<file path="src/bba_pkg.sv">
`timescale 1ns / 1ps
`default_nettype none
// ----------------------------------------------------------------------------
// bba_pkg
// Shared commands and the layout of one page entry of the allocator.
// ----------------------------------------------------------------------------
package bba_pkg;
    localparam logic CMD_ALLOC = 1'b0;
    localparam logic CMD_FREE  = 1'b1;
    localparam int   ORD_W     = 4;

    // One page entry: free head mark, allocated head mark, block order.
    typedef struct packed {
        logic             free_h;
        logic             alloc_h;
        logic [ORD_W-1:0] order;
    } t_entry;

    localparam int ENTRY_W = $bits(t_entry);
endpackage
`default_nettype wire

</file>
<file path="src/bba_ram.sv">
`timescale 1ns / 1ps
`default_nettype none
// ----------------------------------------------------------------------------
// bba_ram
// Generic single-port-write, single-port-read RAM with registered read.
// ----------------------------------------------------------------------------
module bba_ram #(
    parameter int WIDTH = 8,
    parameter int DEPTH = 256
) (
    input  wire logic                     i_clk,
    input  wire logic                     i_we,
    input  wire logic [$clog2(DEPTH)-1:0] i_waddr,
    input  wire logic [WIDTH-1:0]         i_wdata,
    input  wire logic [$clog2(DEPTH)-1:0] i_raddr,
    output      logic [WIDTH-1:0]         o_rdata
);
    logic [WIDTH-1:0] r_mem [DEPTH];

    always_ff @(posedge i_clk) begin
        if (i_we) begin
            r_mem[i_waddr] <= i_wdata;
        end
        o_rdata <= r_mem[i_raddr];
    end
endmodule
`default_nettype wire

</file>
<file path="src/buddy_block_allocator.sv">
`timescale 1ns / 1ps
`default_nettype none
// ----------------------------------------------------------------------------
// buddy_block_allocator
// Binary buddy allocator over a region of 2^REGION_BITS bytes in pages.
// ----------------------------------------------------------------------------
// Usage:
//   Input channel (i_valid/o_ready) carries one item: i_cmd (0 alloc, 1 free),
//   i_request_bytes for alloc and i_block_offset for free. Output channel
//   (o_valid/i_ready) returns exactly one item per input: o_ok, o_result_offset
//   and o_result_order (offset and order are zero for a free or a failure).
//   One item is worked on at a time. All page state lives in one RAM of
//   NPAGES entries with a registered read; each step reads an entry, waits for
//   its data or writes an entry back, so the RAM port sets the pace.
//   Allocation scans block heads in ascending address order and then splits
//   the chosen block down level by level; free checks at most TOP buddies.
//   After reset a clearing pass writes every entry (page 0 holds a free
//   block of the top order); o_ready stays low meanwhile.
//   A finished result waits in an output register; while the receiver
//   stalls the block holds it and accepts no new item.
//   Scan order: the lowest-address free block of the smallest fitting order
//   wins, so the scan remembers the best candidate over all block heads.
// ----------------------------------------------------------------------------
module buddy_block_allocator
    import bba_pkg::*;
#(
    parameter int PAGE_BITS   = 12,
    parameter int REGION_BITS = 20
) (
    input  wire logic                   i_clk,
    input  wire logic                   i_rst_n,
    input  wire logic                   i_valid,
    output      logic                   o_ready,
    input  wire logic                   i_cmd,
    input  wire logic [20:0]            i_request_bytes,
    input  wire logic [REGION_BITS-1:0] i_block_offset,
    output      logic                   o_valid,
    input  wire logic                   i_ready,
    output      logic                   o_ok,
    output      logic [REGION_BITS-1:0] o_result_offset,
    output      logic [ORD_W-1:0]       o_result_order
);
    localparam int TOP    = REGION_BITS - PAGE_BITS;
    localparam int NPAGES = 1 << TOP;
    localparam int PW     = TOP;

    localparam logic [3:0] S_CLR   = 4'd0;
    localparam logic [3:0] S_IDLE  = 4'd1;
    localparam logic [3:0] S_SRD   = 4'd2;  // scan: data arriving
    localparam logic [3:0] S_SCHK  = 4'd3;
    localparam logic [3:0] S_SPL   = 4'd4;  // write split halves
    localparam logic [3:0] S_AWR   = 4'd5;
    localparam logic [3:0] S_FRD   = 4'd6;
    localparam logic [3:0] S_FCHK  = 4'd7;
    localparam logic [3:0] S_BRD   = 4'd8;
    localparam logic [3:0] S_BCHK  = 4'd9;
    localparam logic [3:0] S_FWR   = 4'd10;
    localparam logic [3:0] S_OUT   = 4'd11;

    logic [3:0]        r_st, n_st;
    logic [PW:0]       r_pg, n_pg;      // scan page / clear counter
    logic [PW-1:0]     r_best, n_best;
    logic [ORD_W-1:0]  r_bord, n_bord;
    logic              r_found, n_found;
    logic [ORD_W-1:0]  r_want, n_want;
    logic [ORD_W-1:0]  r_k, n_k;
    logic [PW-1:0]     r_page, n_page;
    logic              r_ok, n_ok;
    logic [REGION_BITS-1:0] r_off, n_off;
    logic [ORD_W-1:0]  r_ord, n_ord;

    logic              we;
    logic [PW-1:0]     waddr, raddr;
    t_entry            wdata, rdata;

    bba_ram #(.WIDTH(ENTRY_W), .DEPTH(NPAGES)) u_ram (
        .i_clk(i_clk), .i_we(we), .i_waddr(waddr), .i_wdata(wdata),
        .i_raddr(raddr), .o_rdata(rdata)
    );

    // Smallest order holding the request; TOP+1 flags too large.
    logic [ORD_W-1:0] want_c;
    always_comb begin
        want_c = ORD_W'(TOP + 1);
        for (int k = TOP; k >= 0; k--) begin
            if ({43'd0, i_request_bytes} <= (64'd1 << (PAGE_BITS + k))) begin
                want_c = ORD_W'(k);
            end
        end
    end

    logic [PW-1:0] buddy;
    assign buddy = r_page ^ PW'(({{(PW-1){1'b0}}, 1'b1}) << r_k);

    assign o_ready         = (r_st == S_IDLE);
    assign o_valid         = (r_st == S_OUT);
    assign o_ok            = r_ok;
    assign o_result_offset = r_off;
    assign o_result_order  = r_ord;

    always_comb begin
        n_st = r_st; n_pg = r_pg; n_best = r_best; n_bord = r_bord;
        n_found = r_found; n_want = r_want; n_k = r_k; n_page = r_page;
        n_ok = r_ok; n_off = r_off; n_ord = r_ord;
        we = 1'b0; waddr = r_page; wdata = '0; raddr = r_pg[PW-1:0];
        case (r_st)
            S_CLR: begin
                we    = 1'b1;
                waddr = r_pg[PW-1:0];
                wdata = (r_pg == '0) ? t_entry'{1'b1, 1'b0, ORD_W'(TOP)} : t_entry'('0);
                n_pg  = r_pg + 1'b1;
                if (r_pg == (PW+1)'(NPAGES - 1)) begin
                    n_st = S_IDLE;
                end
            end
            S_IDLE: begin
                n_ok = 1'b0; n_off = '0; n_ord = '0;
                if (i_valid) begin
                    if (i_cmd == CMD_ALLOC) begin
                        n_want = want_c; n_pg = '0; n_found = 1'b0;
                        raddr = '0;
                        n_st = (want_c > ORD_W'(TOP)) ? S_OUT : S_SRD;
                    end else begin
                        n_page = i_block_offset[REGION_BITS-1:PAGE_BITS];
                        raddr  = i_block_offset[REGION_BITS-1:PAGE_BITS];
                        n_st = (i_block_offset[PAGE_BITS-1:0] != '0) ? S_OUT : S_FRD;
                    end
                end
            end
            S_SRD: n_st = S_SCHK;
            S_SCHK: begin
                // Every page here is a block head; step by its order.
                if (rdata.free_h && rdata.order >= r_want &&
                    (!r_found || rdata.order < r_bord)) begin
                    n_found = 1'b1; n_best = r_pg[PW-1:0]; n_bord = rdata.order;
                end
                n_pg  = r_pg + ((PW+1)'(1) << rdata.order);
                raddr = n_pg[PW-1:0];
                if (n_pg[PW] || n_pg[PW-1:0] == '0) begin
                    n_page = n_found ? n_best : r_best;
                    n_k    = n_bord;
                    n_st   = n_found ? S_SPL : S_OUT;
                end else begin
                    n_st = S_SRD;
                end
            end
            S_SPL: begin
                if (r_k == r_want) begin
                    n_st = S_AWR;
                end else begin
                    we    = 1'b1;
                    waddr = r_page + PW'(({{(PW-1){1'b0}}, 1'b1}) << (r_k - 1'b1));
                    wdata = '{1'b1, 1'b0, r_k - 1'b1};
                    n_k   = r_k - 1'b1;
                end
            end
            S_AWR: begin
                we = 1'b1; waddr = r_page; wdata = '{1'b0, 1'b1, r_want};
                n_ok = 1'b1;
                n_off = REGION_BITS'({r_page, {PAGE_BITS{1'b0}}});
                n_ord = r_want;
                n_st = S_OUT;
            end
            S_FRD: begin
                // Hold the read on the freed page.
                raddr = r_page;
                n_st  = S_FCHK;
            end
            S_FCHK: begin
                if (!rdata.alloc_h) begin
                    n_st = S_OUT;
                end else begin
                    we = 1'b1; waddr = r_page; wdata = '0;
                    n_k = rdata.order; n_ok = 1'b1;
                    raddr = r_page ^ PW'(({{(PW-1){1'b0}}, 1'b1}) << rdata.order);
                    n_st = (rdata.order >= ORD_W'(TOP)) ? S_FWR : S_BRD;
                end
            end
            S_BRD: begin
                // Hold the read on the buddy.
                raddr = buddy;
                n_st  = S_BCHK;
            end
            S_BCHK: begin
                if (rdata.free_h && rdata.order == r_k) begin
                    we = 1'b1; waddr = buddy; wdata = '0;
                    if (buddy < r_page) n_page = buddy;
                    n_k = r_k + 1'b1;
                    raddr = n_page ^ PW'(({{(PW-1){1'b0}}, 1'b1}) << n_k);
                    n_st = (n_k >= ORD_W'(TOP)) ? S_FWR : S_BRD;
                end else begin
                    n_st = S_FWR;
                end
            end
            S_FWR: begin
                we = 1'b1; waddr = r_page; wdata = '{1'b1, 1'b0, r_k};
                n_st = S_OUT;
            end
            S_OUT: begin
                if (i_ready) n_st = S_IDLE;
            end
            default: n_st = S_IDLE;
        endcase
    end

    always_ff @(posedge i_clk) begin
        if (!i_rst_n) begin
            r_st <= S_CLR; r_pg <= '0;
        end else begin
            r_st <= n_st; r_pg <= n_pg;
        end
        r_best <= n_best; r_bord <= n_bord; r_found <= n_found;
        r_want <= n_want; r_k <= n_k; r_page <= n_page;
        r_ok <= n_ok; r_off <= n_off; r_ord <= n_ord;
    end
endmodule
`default_nettype wire

</file>
<file path="config.mk">
export PLATFORM = sky130hd
export DESIGN_NAME = buddy_block_allocator
export DESIGN_NICKNAME = d
export VERILOG_FILES = /design/src/bba_pkg.sv /design/src/bba_ram.sv /design/src/buddy_block_allocator.sv
export SDC_FILE = /design/constraint.sdc
export NUM_CORES = 2
export LEC_CHECK = 0
export BUFFER_PORTS_ARGS = -buffer_cell sky130_fd_sc_hd__clkbuf_2
export CORE_ASPECT_RATIO = 0.75
export CORE_MARGIN = 2
export CORE_UTILIZATION = 55
export CTS_CLUSTER_DIAMETER = 40
export DETAILED_ROUTE_END_ITERATION = 12
export GPL_ROUTABILITY_DRIVEN = 0
export MAX_ROUTING_LAYER = met4
export PLACE_DENSITY_LB_ADDON = 0.08
export SLEW_MARGIN = 20
export SYNTH_ARGS = -nofsm -noshare
export SYNTH_HDL_FRONTEND = slang
export SYNTH_HIERARCHICAL = 1
export SYNTH_SLANG_ARGS = --single-unit
</file>
<file path="constraint.sdc">
create_clock -name i_clk -period 29 [get_ports i_clk]
set_input_delay 2.9 -clock i_clk [delete_from_list [all_inputs] [get_ports i_clk]]
set_output_delay 2.9 -clock i_clk [all_outputs]
set_load 0.01 [all_outputs]
</file>
==> qor.tcl <==
set qor(max_slew_margin) 0.138
set qor(post_synth_num_cell_types) 80
set qor(finalHoldViolations) 0
set qor(global_route.usage.total) 0.293
set qor(grt_first_pass_wirelength_mm) 248
set qor(critical_path.top_delay_family) {buffers and inverters}
set qor(yosys_most_used_dff) {sky130_fd_sc_hd__edfxtp_1}
set qor(slowest_stage) {sky130_fd_sc_hd__nor4_1}
set qor(netSwitchingFraction) 0.216
set qor(clk-insertion-delay-late_ns) 0.81
set qor(placementRows) 109
set qor(final_layout_size_suffix_gt1_frac) 0.200
set qor(cts_post_setup_buffers_inserted) 0
set qor(share_seq_of_total_power) 0.520
set qor(synthCells) 3668
set qor(part_of_the_yosys_area_used_for_sequential_elements) 0.727
set qor(stdcell_area_mm2) 0.0730
set qor(yosys_warnings) 6
set qor(dpl.hpwl_mm) 108
set qor(worst-setup-path-type) {flop to flop}
set qor(critical_path_required_ns) 29.61
set qor(total_count_of_max_transition_violations_in_the_final_report) 0
set qor(global_route_met1_utilization) 0.427
set qor(setup_ws_ns) 20.10
set qor(finClkSkew_ns) 0.0298
set qor(groute.layer.met3.usage) 0.0716
set qor(core_region_area_mm2) 0.118
set qor(largest_net_degree_at_the_start_of_global_routing) 227
set qor(pwr-share-comb) 0.050
set qor(finalNetCount) 3824
set qor(hold_path.class) {flop to flop}
set qor(cts_made_buffers) 164
set qor(maxCapViolCount) 0
set qor(post_drt_via_cell_ratio) 6.73
set qor(worstPathBufferInverterCount) 4
set qor(clock_sinks) 1597
set qor(clock-root-buffer) {sky130_fd_sc_hd__clkbuf_16}
set qor(globalRouteOverflowTotal) 0
set qor(tritoncts) {yes}
set qor(final_core_util) 0.618
set qor(fin_cells) 5428
set qor(layout_commonest_cell) {sky130_fd_sc_hd__edfxtp_1}
set qor(power.ir.vdd_worst_mv) 0.0605
set qor(post-route-period-util) 0.307
set qor(mostFrequentLayoutCells) {sky130_fd_sc_hd__edfxtp_1 (1578), sky130_fd_sc_hd__nor2_1 (354), sky130_fd_sc_hd__mux4_2 (331)}
set qor(die-area_mm2) 0.122
set qor(ys_seq_elements) 1597
set qor(status) {complete, no violations}
set qor(timing.final.setup_violations) 0
set qor(fmax_ghz) 0.112
set qor(grt_antenna_before_repair) 5
set qor(path_clk_slew_ns) 0.06
set qor(grt_setup_unrepaired) {no}
set qor(syn-mean-instance-area_um2) 17.9
set qor(first_global_vias) 35200
set qor(multiInputGateArea_mm2) 0.0169
set qor(routed-via-count) 36500
set qor(wl_per_cell_um) 31.8
set qor(regArea_mm2) 0.0478
set qor(cp-end-kind) {flop}
set qor(drc_errors_left) 0
set qor(final.fill_count) 8264
set qor(max_stage_delay_ns) 1.04
set qor(worst_setup_sp_type) {flop}
set qor(start_util) 0.556
set qor(cts_max_level) 4
set qor(chipHeight_um) 303
set qor(gr-usage-met2) 0.418
set qor(drc_violation_total_after_the_first_tritonroute_iteration) 5385
set qor(path_cells) {inv_1, ha_1, nor3b_1, ha_1, xnor2_1, a21oi_1, o31ai_1, o31ai_2, mux2i_1, xnor2_1, o21ai_4, buf_6, buf_12, buf_12, mux4_2, a221oi_1, o21ai_0, nor4_1, o221ai_1}
set qor(worst-path-max-fanout) 115
set qor(gr-max-usage-layer) {met1}
set qor(switching_pwr_mw) 1.06
set qor(postPlaceCellArea_mm2) 0.0675
set qor(io-pin-count) 73
set qor(clk_path_buf_depth) 3
set qor(holdBufCountCts) 0
set qor(post_cts_resize_count) 0
set qor(drt_pre_antenna_iters) 7
set qor(detail-route-antenna-nets) 0
set qor(numPortBuffers) 60
set qor(flow.area_growth_from_synthesis_pct) 11.1
set qor(internal-power_mw) 3.85
set qor(dp_cells) 5126
set qor(finalSetupTns_ns) 0
set qor(period_minus_slack_ns) 8.90
set qor(static-leakage-power_nw) 22.4
set qor(power_density_mw_per_mm2) 67.2
set qor(synth_enable_flop_cells) 1578
set qor(synth-async-reset-ratio) 0
set qor(mappedNetlistArea_mm2) 0.0657
set qor(critical_path_arrival_ns) 9.51
set qor(timing_worst_slew_pin_value_ns) 1.28
set qor(wirelength_mm) 172
set qor(pre_cts_ws_ns) 20.07
set qor(power_frac_clock) 0.430
set qor(die_w_um) 403
-- layout make-up --
type                            count  share of cell area
Antenna cell                        3            0.000103
Tap cell                         1554              0.0266
Inverter                           41             0.00211
Clock inverter                     96              0.0138
Sequential cell                  1597               0.654
Clock buffer                      202              0.0606
Timing Repair Buffer              123              0.0118
Multi-Input combinational cell   1812               0.231
-- worst reg2reg max path, stage by stage, from the launching register on --
cell and delay (ns):
sky130_fd_sc_hd__edfxtp_1 0.66, sky130_fd_sc_hd__inv_1 0.17, sky130_fd_sc_hd__ha_1 0.34, sky130_fd_sc_hd__nor3b_1 0.18
sky130_fd_sc_hd__ha_1 0.39, sky130_fd_sc_hd__xnor2_1 0.15, sky130_fd_sc_hd__a21oi_1 0.16, sky130_fd_sc_hd__o31ai_1 0.11
sky130_fd_sc_hd__o31ai_2 0.91, sky130_fd_sc_hd__mux2i_1 0.41, sky130_fd_sc_hd__xnor2_1 0.16, sky130_fd_sc_hd__o21ai_4 0.17
sky130_fd_sc_hd__buf_6 0.62, sky130_fd_sc_hd__buf_12 0.93, sky130_fd_sc_hd__buf_12 0.72, sky130_fd_sc_hd__mux4_2 0.74
sky130_fd_sc_hd__a221oi_1 0.30, sky130_fd_sc_hd__o21ai_0 0.23, sky130_fd_sc_hd__nor4_1 1.04, sky130_fd_sc_hd__o221ai_1 0.31
-- power by group through the flow --
stage	combinational (mW)	sequential (mW)	clock (mW)
final	0.245	2.55	2.11
after floorplan	0.163	2.61	0
after global routing	0.259	2.55	2.23
after CTS	0.243	2.55	2.14
after detailed placement	0.243	2.60	0
after global placement	0.236	2.60	0
-- flip-flops by register name, indices dropped and copies added (netlist names) --
signal and cells:
r_st 4, o_ok 1, r_found 1, r_page 8, u_ram/o_rdata 6, r_bord 4
r_best 8, o_result_offset 8, u_ram/r_mem 1536, o_result_order 4, r_k 4, r_want 4
r_pg 9
-- path summary, 6_finish.rpt --
check,from,endpoint,slack [ns],cells past startpoint
setup / recovery,r_k[0],u_ram/o_rdata[0],20.10,19
hold / removal,r_best[7],r_best[7],0.57,1
setup reg to reg,r_k[0],u_ram/o_rdata[0],20.10,19
hold reg to reg,r_best[7],r_best[7],0.57,1
-- synthesized netlist by cell type (32+ instances only) --
cell type                  number  area (um^2)
sky130_fd_sc_hd__edfxtp_1    1578        47400
sky130_fd_sc_hd__nor2_1       358         1340
sky130_fd_sc_hd__mux4_2       331         7450
sky130_fd_sc_hd__nand2_1      135          507
sky130_fd_sc_hd__clkbuf_1     128          480
sky130_fd_sc_hd__mux2i_1      112         1120
sky130_fd_sc_hd__a22oi_1       92          691
sky130_fd_sc_hd__a21oi_1       87          435
sky130_fd_sc_hd__o21ai_0       86          430
sky130_fd_sc_hd__nand3_1       68          340
sky130_fd_sc_hd__nor3_1        42          210
sky130_fd_sc_hd__buf_4         41          308
sky130_fd_sc_hd__inv_1         39          146
sky130_fd_sc_hd__ha_1          37          463
sky130_fd_sc_hd__buf_2         36          180
sky130_fd_sc_hd__o221ai_1      33          289
sky130_fd_sc_hd__mux2_2        32          360
-- kinds of logic (layout without fill, tap and decap cells) --
kind of cell,count (synthesis),count (layout),synth area share
and+or+nand+nor,757,757,0.0523
xor gates and xnor gates,44,44,0.00609
other,1,15,0.0000571
AOI/OAI and AO/OA,485,485,0.0513
adders and majority gates,39,39,0.00765
muxes,475,475,0.136
buffers and inverters,270,462,0.0199
DFF,1597,1597,0.727
-- stage by stage --
step / power [mW] / hold WS [ns]
2_1_floorplan: 2.77 / 0.505
3_3_place_gp: 2.84 / 0.552
3_5_place_dp: 2.84 / 0.559
4_1_cts: 4.94 / 0.572
5_1_grt: 5.04 / 0.593
6_report: 4.91 / 0.569
-- layer usage --
metal,wire length [um],up-vias
met1,71800,19100
met5,0,-
met3,19400,311
met2,77100,2113
li1,-,15100
met4,4130,0
No activity file was read; power rests on OpenSTA's default activity.
